==> src/hw/rtl/pgct_pkg.sv <==
// Shared types and constants for the planar graph component tracker.
package pgct_pkg;

  localparam int CMD_W = 3;
  localparam int VA_W  = 7;
  localparam int VB_W  = 6;
  localparam int ST_W  = 2;
  localparam int VC_W  = 7;
  localparam int EC_W  = 11;
  localparam int CC_W  = 7;
  localparam int FC_W  = 11;
  localparam int AV_W  = 6;
  localparam int MD_W  = 6;
  localparam int LN_W  = 7;

  localparam logic [CMD_W-1:0] CMD_INIT       = 3'd0;
  localparam logic [CMD_W-1:0] CMD_ADD_VERTEX = 3'd1;
  localparam logic [CMD_W-1:0] CMD_ADD_EDGE   = 3'd2;
  localparam logic [CMD_W-1:0] CMD_QUERY      = 3'd3;
  localparam logic [CMD_W-1:0] CMD_LIST       = 3'd4;

  localparam logic [ST_W-1:0] ST_OK     = 2'd0;
  localparam logic [ST_W-1:0] ST_RANGE  = 2'd1;
  localparam logic [ST_W-1:0] ST_FULL   = 2'd2;
  localparam logic [ST_W-1:0] ST_DEGREE = 2'd3;

  localparam logic [EC_W-1:0] EDGE_LIMIT   = 11'd2047;
  localparam logic [LN_W-1:0] RESULT_LIMIT = 7'd64;
  localparam logic [MD_W-1:0] MAX_DEG_RST  = 6'd3;

  typedef enum logic [4:0] {
    OP_NONE, OP_LATCH, OP_INIT, OP_ADDV, OP_BAD,
    OP_E_RD, OP_E_CHK, OP_E_W1, OP_E_W2, OP_OUT_SIMPLE,
    OP_Q_START, OP_Q_NEXTI, OP_Q_NEWC, OP_Q_RD, OP_Q_PROC,
    OP_Q_RESWEEP, OP_Q_MERGE, OP_OUT_QUERY,
    OP_L_START, OP_L_RD, OP_L_TAKE, OP_L_NEXT, OP_L_FINAL
  } dp_op_t;

  typedef struct packed {
    logic [CMD_W-1:0] cmd;
    logic [ST_W-1:0]  edge_code;
    logic             self_loop;
    logic             i_done;
    logic             seen_i;
    logic             v_done;
    logic             grew;
    logic             alive;
    logic             held_v;
    logic             n_full;
    logic             out_free;
  } dp_sts_t;

endpackage

==> src/hw/rtl/pgct_ctrl.sv <==
// Sequencer: walks each command through the datapath operations.
module pgct_ctrl import pgct_pkg::*; (
  input  logic    clk,
  input  logic    rst_n,
  input  logic    in_valid,
  output logic    in_ready,
  input  dp_sts_t sts,
  output dp_op_t  op
);

  typedef enum logic [3:0] {
    S_IDLE, S_DEC, S_E_CHK, S_E_W1, S_E_W2, S_OUT,
    S_Q_SCAN, S_Q_RD, S_Q_PROC, S_Q_OUT,
    S_L_SCAN, S_L_CHK, S_L_END
  } state_t;

  state_t state_r, state_nxt;

  assign in_ready = (state_r == S_IDLE);

  always_comb begin
    state_nxt = state_r;
    op        = OP_NONE;
    case (state_r)
      S_IDLE: begin
        if (in_valid) begin
          op        = OP_LATCH;
          state_nxt = S_DEC;
        end
      end
      S_DEC: begin
        case (sts.cmd)
          CMD_INIT:       begin op = OP_INIT;    state_nxt = S_OUT;    end
          CMD_ADD_VERTEX: begin op = OP_ADDV;    state_nxt = S_OUT;    end
          CMD_ADD_EDGE:   begin op = OP_E_RD;    state_nxt = S_E_CHK;  end
          CMD_QUERY:      begin op = OP_Q_START; state_nxt = S_Q_SCAN; end
          CMD_LIST:       begin op = OP_L_START; state_nxt = S_L_SCAN; end
          default:        begin op = OP_BAD;     state_nxt = S_OUT;    end
        endcase
      end
      S_E_CHK: begin
        op        = OP_E_CHK;
        state_nxt = (sts.edge_code == ST_OK) ? S_E_W1 : S_OUT;
      end
      S_E_W1: begin
        op        = OP_E_W1;
        state_nxt = sts.self_loop ? S_OUT : S_E_W2;
      end
      S_E_W2: begin
        op        = OP_E_W2;
        state_nxt = S_OUT;
      end
      S_OUT: begin
        if (sts.out_free) begin
          op        = OP_OUT_SIMPLE;
          state_nxt = S_IDLE;
        end
      end
      S_Q_SCAN: begin
        if (sts.i_done) begin
          state_nxt = S_Q_OUT;
        end else if (sts.seen_i) begin
          op = OP_Q_NEXTI;
        end else begin
          op        = OP_Q_NEWC;
          state_nxt = S_Q_RD;
        end
      end
      S_Q_RD: begin
        if (sts.v_done) begin
          if (sts.grew) begin
            op = OP_Q_RESWEEP;
          end else begin
            op        = OP_Q_MERGE;
            state_nxt = S_Q_SCAN;
          end
        end else begin
          op        = OP_Q_RD;
          state_nxt = S_Q_PROC;
        end
      end
      S_Q_PROC: begin
        op        = OP_Q_PROC;
        state_nxt = S_Q_RD;
      end
      S_Q_OUT: begin
        if (sts.out_free) begin
          op        = OP_OUT_QUERY;
          state_nxt = S_IDLE;
        end
      end
      S_L_SCAN: begin
        if (sts.i_done || sts.n_full) begin
          state_nxt = S_L_END;
        end else begin
          op        = OP_L_RD;
          state_nxt = S_L_CHK;
        end
      end
      S_L_CHK: begin
        if (!sts.alive) begin
          op        = OP_L_NEXT;
          state_nxt = S_L_SCAN;
        end else if (!sts.held_v || sts.out_free) begin
          op        = OP_L_TAKE;
          state_nxt = S_L_SCAN;
        end
      end
      S_L_END: begin
        if (sts.out_free) begin
          op        = OP_L_FINAL;
          state_nxt = S_IDLE;
        end
      end
      default: state_nxt = S_IDLE;
    endcase
  end

  always_ff @(posedge clk) begin
    if (!rst_n) begin
      state_r <= S_IDLE;
    end else begin
      state_r <= state_nxt;
    end
  end

endmodule

==> config.mk <==
export PLATFORM = sky130hd
export DESIGN_NAME = pgct_ctrl
export DESIGN_NICKNAME = d
export VERILOG_FILES = /design/src/hw/rtl/pgct_pkg.sv /design/src/hw/rtl/pgct_ctrl.sv
export SDC_FILE = /design/constraint.sdc
export NUM_CORES = 1
export LEC_CHECK = 0
export BUFFER_PORTS_ARGS = -buffer_cell sky130_fd_sc_hd__buf_2
export CAP_MARGIN = 10
export CORE_MARGIN = 5
export CORE_UTILIZATION = 54
export DETAILED_ROUTE_END_ITERATION = 12
export GPL_TIMING_DRIVEN = 1
export PLACE_DENSITY = 0.94
export SYNTH_ARGS = -nofsm -noshare
export SYNTH_HDL_FRONTEND = slang
export SYNTH_SLANG_ARGS = --single-unit
==> constraint.sdc <==
create_clock -name clk -period 2.9 [get_ports clk]
set_clock_uncertainty 0.05 [all_clocks]
set_input_delay 0.145 -clock clk [delete_from_list [all_inputs] [get_ports clk]]
set_output_delay 0.145 -clock clk [all_outputs]
set_load 0.01 [all_outputs]
==> key figures <==
Outcome
  • Outcome: finished, final reports clean

Logic synthesis
  • Number of warnings issued by yosys: 0
  • Syn Nets: 119
  • Biggest area contributors in the synthesized netlist: dfxtp_1 (10%), a21oi_1 (4.6%), buf_6 (4.4%), nand2_1 (3.9%), nor2_1 (3.9%)
  • Area fraction of the dominant cell type after synthesis: 10.4%
  • Syn Std Cell Area: 769 um2
  • Synthesized flop and latch total: 4
  • Cell type with the highest aggregate area in the netlist: dfxtp_1
  • Synthesized area per cell: 7.54 um2
  • Number of different library cells in the post-synthesis netlist: 43
  • Number of instances in the synthesized netlist: 102
  • Share of synthesized area occupied by flip-flops and latches: 10.4%

Placement
  • Dpl cells: 131
  • Pre-CTS setup slack: 0.714 ns
  • Number of input and output port buffers inserted: 22
  • Final HPWL DP: 1650 um
  • Last weighted congestion value of the routability-driven placer: 0.890

Global routing
  • First-pass GRT wire length: 3460 um
  • Sum of overflow across all layers after global routing: 0
  • GRT Util Overall: 21.0%
  • Number of antenna violations at the first check in global routing: 0
  • Largest net degree at the start of global routing: 24
  • Vias in the first global route: 803

Finish
  • Fin cells: 134
  • Share of post-route cells with drive strength above 1: 29.4%
  • Filler instances: 121
  • Number of flip-flops in the largest register: 4
  • Layout overhead on the synthesized area: 11.9%
  • Number of nets in the layout: 138
  • Leading cell type in the layout, fill and taps excluded: buf_2
  • Share of the core filled with cells in the final layout: 65.3%
  • Top register by number of flip-flops: state_r
  • Leading cell types in the layout, fill and taps excluded: buf_2 (22), nor2_1 (8), nand2_1 (8)
  • Antenna diode count: 0
  • Registers with the most flip-flops: state_r (4)

STA
  • Final-report setup violation count: 0
  • Unrepaired setup endpoints after global routing: false
  • Final hold violations: 0
  • Final Critical Period: 2.37 ns
  • Fmax: 422 MHz
  • Slew at the pin closest to its max-slew limit: 0.718 ns
  • Pins over their slew limit: 0
  • Normalized max-slew margin: 52.1%
  • Final Cycle Share: 81.7%
  • Worst Slack Setup Final: 0.531 ns
  • Post-Route Setup TNS: 0 ns

Routing
  • Avg WL per Cell: 16.2 um
  • DR DRC count: 0
  • Post-route antenna net violation count: 0
  • Drt pass-1 iters: 4
  • Final routed wirelength across all metal layers: 2170 um
  • Via count: 910
  • Starting DRC count in detailed routing: 28
  • Vias per cell: 6.79

Clocking
  • Clock Tree Root: clkbuf_4
  • Post-cts resize count: 0
  • CTS Hold Bufs: 0
  • Depth of the CTS H-tree: 1
  • Clock-pin slew reported for the worst setup and hold paths after clock tree synthesis: 0.04 ns
  • Sink Count: 4
  • Number of buffers created by CTS: 3
  • Post-CTS Repair Setup Buffers: 0
  • Clock latency reported for the late side of the worst-skew pair: 0.23 ns
  • TritonCTS clock tree: done
  • Maximum buffer depth of the clock tree: 2

Worst setup path
  • Critical Path Most Common Cell: or3_1
  • Worst EP arrival: 2.17 ns
  • CP max stage cell: dfxtp_1
  • Worst Path Class, Setup: reg -> out
  • Kind of start point of the critical path: register
  • Maximum fanout encountered on the critical timing path: 22
  • Required time of the critical path: 2.71 ns
  • Critical path's largest stage delay: 0.76 ns
  • Capturing element type of the critical path: output port
  • Cell chain of the critical path: inv_1, or3_1, o2111ai_1, nand2_1, or3_1, buf_2

Die
  • Die Height: 47.8 um
  • Number of rows created at floorplan: 13
  • Effective utilization at floorplan: 58.4%
  • Core outline area: 1320 um2
  • Number of primary I/O pins: 23
  • Overall die area: 2280 um2
  • Die extent in x: 47.8 um

Min path
  • Class of the tightest hold or removal check: in -> reg

Job
  • Max cap viols: 0

Power
  • Pwr Density: 910 nW/um2
  • Leakage: 0.374 nW
  • Final Total Pwr: 0.784 mW
  • Worst IR Drop VDD: 0.574 mV
==> logic make-up (layout without fill, tap and decap cells) <==
family,after synthesis,count (layout),share of synthesized area [%]
flip-flops,4,4,10.4
multiplexers,2,2,2.60
AND/OR/NAND/NOR,48,48,38.2
AO/OA/AOI/OAI,33,33,36.3
buffers and inverters,13,30,10.2
XOR/XNOR,2,2,2.28
==> through the flow <==
stage	hold slack (ns)	instance area, um2
after floorplan	0.228	769
after detailed placement	0.384	838
after CTS	0.144	861
after global routing	0.148	861
final	0.147	861
after global placement	0.377	838
==> worst max-delay path: cells and delay by family, from the launching register on <==
family	cells	cell delay [ns]
buffers and inverters	2	0.27
DFF	1	0.76
AOI/OAI and AO/OA	1	0.14
and+or+nand+nor	3	0.77
==> path summary, 6_finish.rpt <==
kind                            startpoint         end  slack, ns  depth (start not counted)
worst max-delay path            state_r[1]       op[0]       0.53                          6
worst min-delay path                 rst_n  state_r[0]       0.15                          2
worst max register to register  state_r[2]  state_r[3]       0.67                          5
worst min register to register  state_r[2]  state_r[2]       0.77                          2
==> cell usage after synthesis, drive strengths merged <==
master and count:
nor4 3, nand3b 3, nor3 3, nand3 2, and3 3, nor3b 1, xnor2 2, o21ai 4
mux2i 2, a41oi 2, o211ai 2, o21bai 1, o2111ai 3, a21oi 7, o32ai 3, buf 5
nor2b 5, a31oi 3, or4 1, or4b 1, o211a 2, nand2b 4, a2111oi 2, nand4 1
and4 1, a21boi 1, a221oi 1, and2 1, o22ai 1, nand2 8, dfxtp 4, inv 5
o311a 1, or3 2, clkbuf 3, and3b 1, nor2 8
==> metal layers <==
metal	GRT usage (%)	vias up	routed length, um
met5	0	-	0
met4	11.3	0	41
met3	3.01	7	225
met2	33.0	52	1060
met1	27.3	419	849
li1	-	432	-
==> final cells by class <==
cell class	count	area [um2]	share of cell area [%]
Multi-Input combinational cell	85	611	70.9
Timing Repair Buffer	22	110	12.8
Sequential cell	4	80.1	9.30
Tap cell	15	18.8	2.18
Inverter	5	18.8	2.18
Clock buffer	3	22.5	2.62
==> power by group <==
part	switching [mW]	total [mW]	internal (mW)	leakage [nW]
clock	0.0193	0.0654	0.0461	0.0138
sequential	0.112	0.189	0.0770	0.0330
combinational	0.280	0.529	0.249	0.327
(Power assumes the default switching activity.)
